File: config.mk
export PLATFORM = sky130hd
export DESIGN_NAME = heq_ctrl
export DESIGN_NICKNAME = d
export VERILOG_FILES = /design/src/rtl/heq_pkg.sv /design/src/rtl/heq_ctrl.sv
export SDC_FILE = /design/constraint.sdc
export NUM_CORES = 1
export LEC_CHECK = 0
export ABC_AREA = 1
export BUFFER_PORTS_ARGS = -buffer_cell sky130_fd_sc_hd__buf_2
export CORE_AREA = 4 4 41 43
export CTS_CLUSTER_SIZE = 12
export DETAILED_ROUTE_END_ITERATION = 6
export DIE_AREA = 0 0 45 47
export GPL_TIMING_DRIVEN = 1
export PLACE_DENSITY_LB_ADDON = 0.08
export SYNTH_ARGS = -nofsm -noshare
export SYNTH_HDL_FRONTEND = slang
export SYNTH_SLANG_ARGS = --single-unit
File: constraint.sdc
create_clock -name aclk -period 1.15 [get_ports aclk]
set_clock_uncertainty 0.2 [all_clocks]
set_input_delay 0.0575 -clock aclk [delete_from_list [all_inputs] [get_ports aclk]]
set_output_delay 0.0575 -clock aclk [all_outputs]
set_load 0.01 [all_outputs]
File: src/rtl/heq_pkg.sv
// Shared constants and types for the histogram equalizer.
// Used by every module of the block; depends on nothing.
package heq_pkg;

    localparam int COUNT_BITS = 24;
    localparam int LEVELS     = 256;
    localparam int LVL_W      = $clog2(LEVELS);
    localparam int TOT_W      = COUNT_BITS + 1;
    localparam int NUM_W      = TOT_W + LVL_W;
    localparam int STEP_W     = $clog2(LVL_W);

    localparam logic [TOT_W-1:0] TOTAL_MAX = TOT_W'(1) << COUNT_BITS;
    localparam logic [LVL_W-1:0] LVL_MAX   = LVL_W'(LEVELS - 1);

    localparam logic [1:0] KIND_COUNT = 2'd0;
    localparam logic [1:0] KIND_MAP   = 2'd1;
    localparam logic [1:0] KIND_CLEAR = 2'd2;

    // Commands from the controller to the datapath.
    typedef struct packed {
        logic pix_load;
        logic hist_clear;
        logic bin_rd_pix;
        logic bin_wr;
        logic bin_rd_idx;
        logic acc_clear;
        logic acc_add;
        logic mul;
        logic div_start;
        logic tab_wr;
        logic tab_rd;
        logic out_load;
    } heq_cmd_t;

    // Status from the datapath to the controller.
    typedef struct packed {
        logic total_full;
        logic div_done;
        logic idx_last;
        logic out_free;
    } heq_stat_t;

endpackage

File: src/rtl/heq_ctrl.sv
// Controller state machine: decodes input words and sequences the table build.
// Depends on heq_pkg; commands heq_dp through heq_cmd_t.
module heq_ctrl (
    input  logic               aclk,
    input  logic               aresetn,
    input  logic               s_tvalid,
    output logic               s_tready,
    input  logic [1:0]         s_kind,
    input  heq_pkg::heq_stat_t stat,
    output heq_pkg::heq_cmd_t  cmd
);
    import heq_pkg::*;

    typedef enum logic [3:0] {
        ST_IDLE,
        ST_CNT_WR,
        ST_B_RD,
        ST_B_ACC,
        ST_B_MUL,
        ST_B_DIV,
        ST_B_WAIT,
        ST_MAP_RD,
        ST_MAP_OUT
    } state_t;

    state_t state_reg, state_next;
    logic   ready_reg, ready_next;
    logic   accept;

    assign s_tready = (state_reg == ST_IDLE);
    assign accept   = s_tvalid && s_tready;

    always_comb begin
        state_next = state_reg;
        ready_next = ready_reg;
        cmd        = '0;
        unique case (state_reg)
            ST_IDLE: begin
                if (accept) begin
                    cmd.pix_load = 1'b1;
                    if (s_kind == KIND_COUNT) begin
                        cmd.bin_rd_pix = 1'b1;
                        ready_next     = 1'b0;
                        state_next     = ST_CNT_WR;
                    end else if (s_kind == KIND_MAP) begin
                        if (ready_reg) begin
                            state_next = ST_MAP_RD;
                        end else begin
                            cmd.acc_clear = 1'b1;
                            state_next    = ST_B_RD;
                        end
                    end else if (s_kind == KIND_CLEAR) begin
                        cmd.hist_clear = 1'b1;
                        ready_next     = 1'b0;
                    end
                end
            end
            ST_CNT_WR: begin
                cmd.bin_wr = !stat.total_full;
                state_next = ST_IDLE;
            end
            ST_B_RD: begin
                cmd.bin_rd_idx = 1'b1;
                state_next     = ST_B_ACC;
            end
            ST_B_ACC: begin
                cmd.acc_add = 1'b1;
                state_next  = ST_B_MUL;
            end
            ST_B_MUL: begin
                cmd.mul    = 1'b1;
                state_next = ST_B_DIV;
            end
            ST_B_DIV: begin
                cmd.div_start = 1'b1;
                state_next    = ST_B_WAIT;
            end
            ST_B_WAIT: begin
                if (stat.div_done) begin
                    cmd.tab_wr = 1'b1;
                    if (stat.idx_last) begin
                        ready_next = 1'b1;
                        state_next = ST_MAP_RD;
                    end else begin
                        state_next = ST_B_RD;
                    end
                end
            end
            ST_MAP_RD: begin
                cmd.tab_rd = 1'b1;
                state_next = ST_MAP_OUT;
            end
            ST_MAP_OUT: begin
                if (stat.out_free) begin
                    cmd.out_load = 1'b1;
                    state_next   = ST_IDLE;
                end
            end
            default: state_next = ST_IDLE;
        endcase
    end

    always_ff @(posedge aclk) begin
        if (!aresetn) begin
            state_reg <= ST_IDLE;
            ready_reg <= 1'b0;
        end else begin
            state_reg <= state_next;
            ready_reg <= ready_next;
        end
    end

endmodule

==> out/results.ini <==
[placement]
dp_hpwl_mm = 1.032
place_ws_ns = -0.1663
globalplace.congestion = 0.7769
dp_cells = 123
io_buffers = 21
place_area_um2 = 693.2

[status]
violations = negative setup slack
run_status = finished, violations left

[worst_setup_path]
path_buf_inv = 1
worstSetupEndpointType = primary output
cp_data_arrival_time_ns = 1.32
cp_top_family = simple AND/OR/NAND/NOR gates
max_stage_delay_ns = 0.34
critical_path_class = reg2out
crit_path_max_fanout = 3
critPathRequiredTime_ns = 0.89
cp-start-kind = flop
slowest_stage = dfxtp_4
critical_path.cell_chain = nor2_4 -> nand2_4 -> nor2_8 -> nand2_2 -> nor2_1 -> buf_2

[route]
drt-wirelength-per-cell_um = 14.01
wirelength_mm = 2.032
dr.pass1.iters = 4
first_iter_violations = 22
post-route-drc-count = 0
antenna_left = 0
routed_via_density = 4.979
vias = 722

[layout]
final_cell_mix = buf_2 (15), buf_6 (15), buf_4 (14)
drive_gt1_frac = 0.7077
final_cells = 145
syn2layout_area_growth_pct = 129.5
regArea_um2 = 115.1
num-fill-cells = 74
largest_register_ffs = 4
fin_area_um2 = 1109
layout.nets = 140
multi_input_area_um2 = 464.2
diodes = 0

[run]
max-cap-violations = 0

[floorplan]
start_util = 0.3712
fp-row-count = 13
dieArea_um2 = 2115
io_pins = 22
fp.dieH_um = 47
die_w_um = 45
core_area_um2 = 1301

[sta]
fmax_mhz = 632.3
layout_min_cycle_time_ns = 1.582
finalHoldViolations = 0
relSlewSlack = 0.8085
tns_ns = -5.211
setup_viol = 18
rsz0062_at_grt = yes
final_max_slew_viol_count = 0
tightest_slew_ns = 0.2859
fin_ws_ns = -0.4316
fin_crit_sh = 1.375

[clock_network]
cts_sinks = 5
numCtsBuffers = 3
insertion_delay_ns = 0.24
h-tree-depth = 1
cts_root_buffer = clkbuf_4
tritoncts = built
cts_max_path_buffers = 2
clk_pin_slew_ns = 0.04

[power_and_ir_drop]
p_leak_uw = 0.0005381
power_switching_uw = 423.9
clkPwrFrac = 0.193
seqPwrFrac = 0.205
ir_drop_uv = 748.2
combPwrFrac = 0.603
powerDensity_nw_per_um2 = 947.0
power_uw = 1050
p_int_uw = 625.9
swShare = 0.4038

[min_path]
min_path_type = in2reg

[global_routing]
grt_max_degree = 6
groute.usage.overall = 0.1800
grt_pass1_vias = 643
antenna_found_initial = 0
grt_pass1_wl_mm = 2.718
overflow = 0

[yosys]
synth-seq-area-share = 0.2073
syn_area_um2 = 483.0
postSynthAreaPerCell_um2 = 6.037
synth_cells = 80
yosysWarnings = 0
ys_top_cells_by_area = dfxtp_1 (21%), nand2_1 (12%), inv_1 (10%)
yosysTopAreaCell = dfxtp_1
synthesis.nets = 89
ys_ff_latch = 5
synth.distinct_cells = 18
synth_top_area_frac = 0.2073

per-layer routing:
metal | track usage | routed length, um
met5 | 0 | 0
met4 | 0.08772 | 88
met3 | 0.01533 | 148
met2 | 0.3390 | 1068
met1 | 0.2018 | 727
cells in the mapped netlist:
cell type  count
nor2_2         4
nor2_1        13
nand3_1        6
a21oi_1        4
o21ai_0        1
nor4_2         1
o211ai_1       1
nor2_4         2
nor2_8         1
nand2_2        3
nand3_2        2
dfxtp_1        5
nand2_4        1
inv_2          5
nor3_1         2
inv_1         13
nand2_1       15
buf_4          1
path summary, 6_finish.rpt:
path | startpoint | endpoint | slack, ns | cells past startpoint
setup / recovery | state_reg[3] | cmd[10] | -0.43 | 6
hold / removal | stat[0] | state_reg[3] | 0.04 | 5
setup reg to reg | state_reg[1] | state_reg[1] | -0.33 | 10
hold reg to reg | ready_reg | ready_reg | 0.33 | 2
worst reg2reg max path, cell delays in order, from the launching register on:
cell     delay (ns)
dfxtp_4        0.36
buf_12         0.11
inv_8          0.04
nor2_4         0.14
nand2_4        0.07
buf_4          0.14
nand2_2        0.09
nor2_4         0.05
nor2_2         0.10
nor2_1         0.04
nor2_1         0.08
per-stage QoR:
step	hold WS (ns)	util
after floorplan	-0.05703	-
final	0.04336	0.8519
after CTS	0.01126	0.7288
after global placement	0.1045	0.5327
after global routing	0.07603	0.8519
after detailed placement	0.1033	0.5327
power by group through the flow:
stage / Clock, uW / Combinational, uW / Sequential, uW
final: 202 / 633 / 215
after global routing: 211 / 673 / 217
after CTS: 209 / 482 / 218
after detailed placement: 0 / 357 / 222
after global placement: 0 / 359 / 220
after floorplan: 0 / 238 / 218
layout make-up:
cell class | count | share of cell area
Clock buffer | 4 | 0.02370
Inverter | 18 | 0.08578
Multi-Input combinational cell | 56 | 0.4187
Sequential cell | 5 | 0.1038
Tap cell | 15 | 0.01693
Timing Repair Buffer | 47 | 0.3510
logic make-up after synthesis:
kind of cell           after synthesis  share of synthesized area
AOI/OAI and AO/OA                    6                    0.06736
buffers and inverters               19                     0.1555
DFF                                  5                     0.2073
and+or+nand+nor                     50                     0.5699
repair_timing:
action | 4_1_cts | 5_1_grt
resized for setup | 33 | 28
endpoints found under the setup margin | 18 | 18
hold buffers | 2 | 0
pin swaps | 11 | 16
hold endpoints to repair | 5 | 0
setup buffers | 11 | 6
Power figures use the tool's default switching activity.
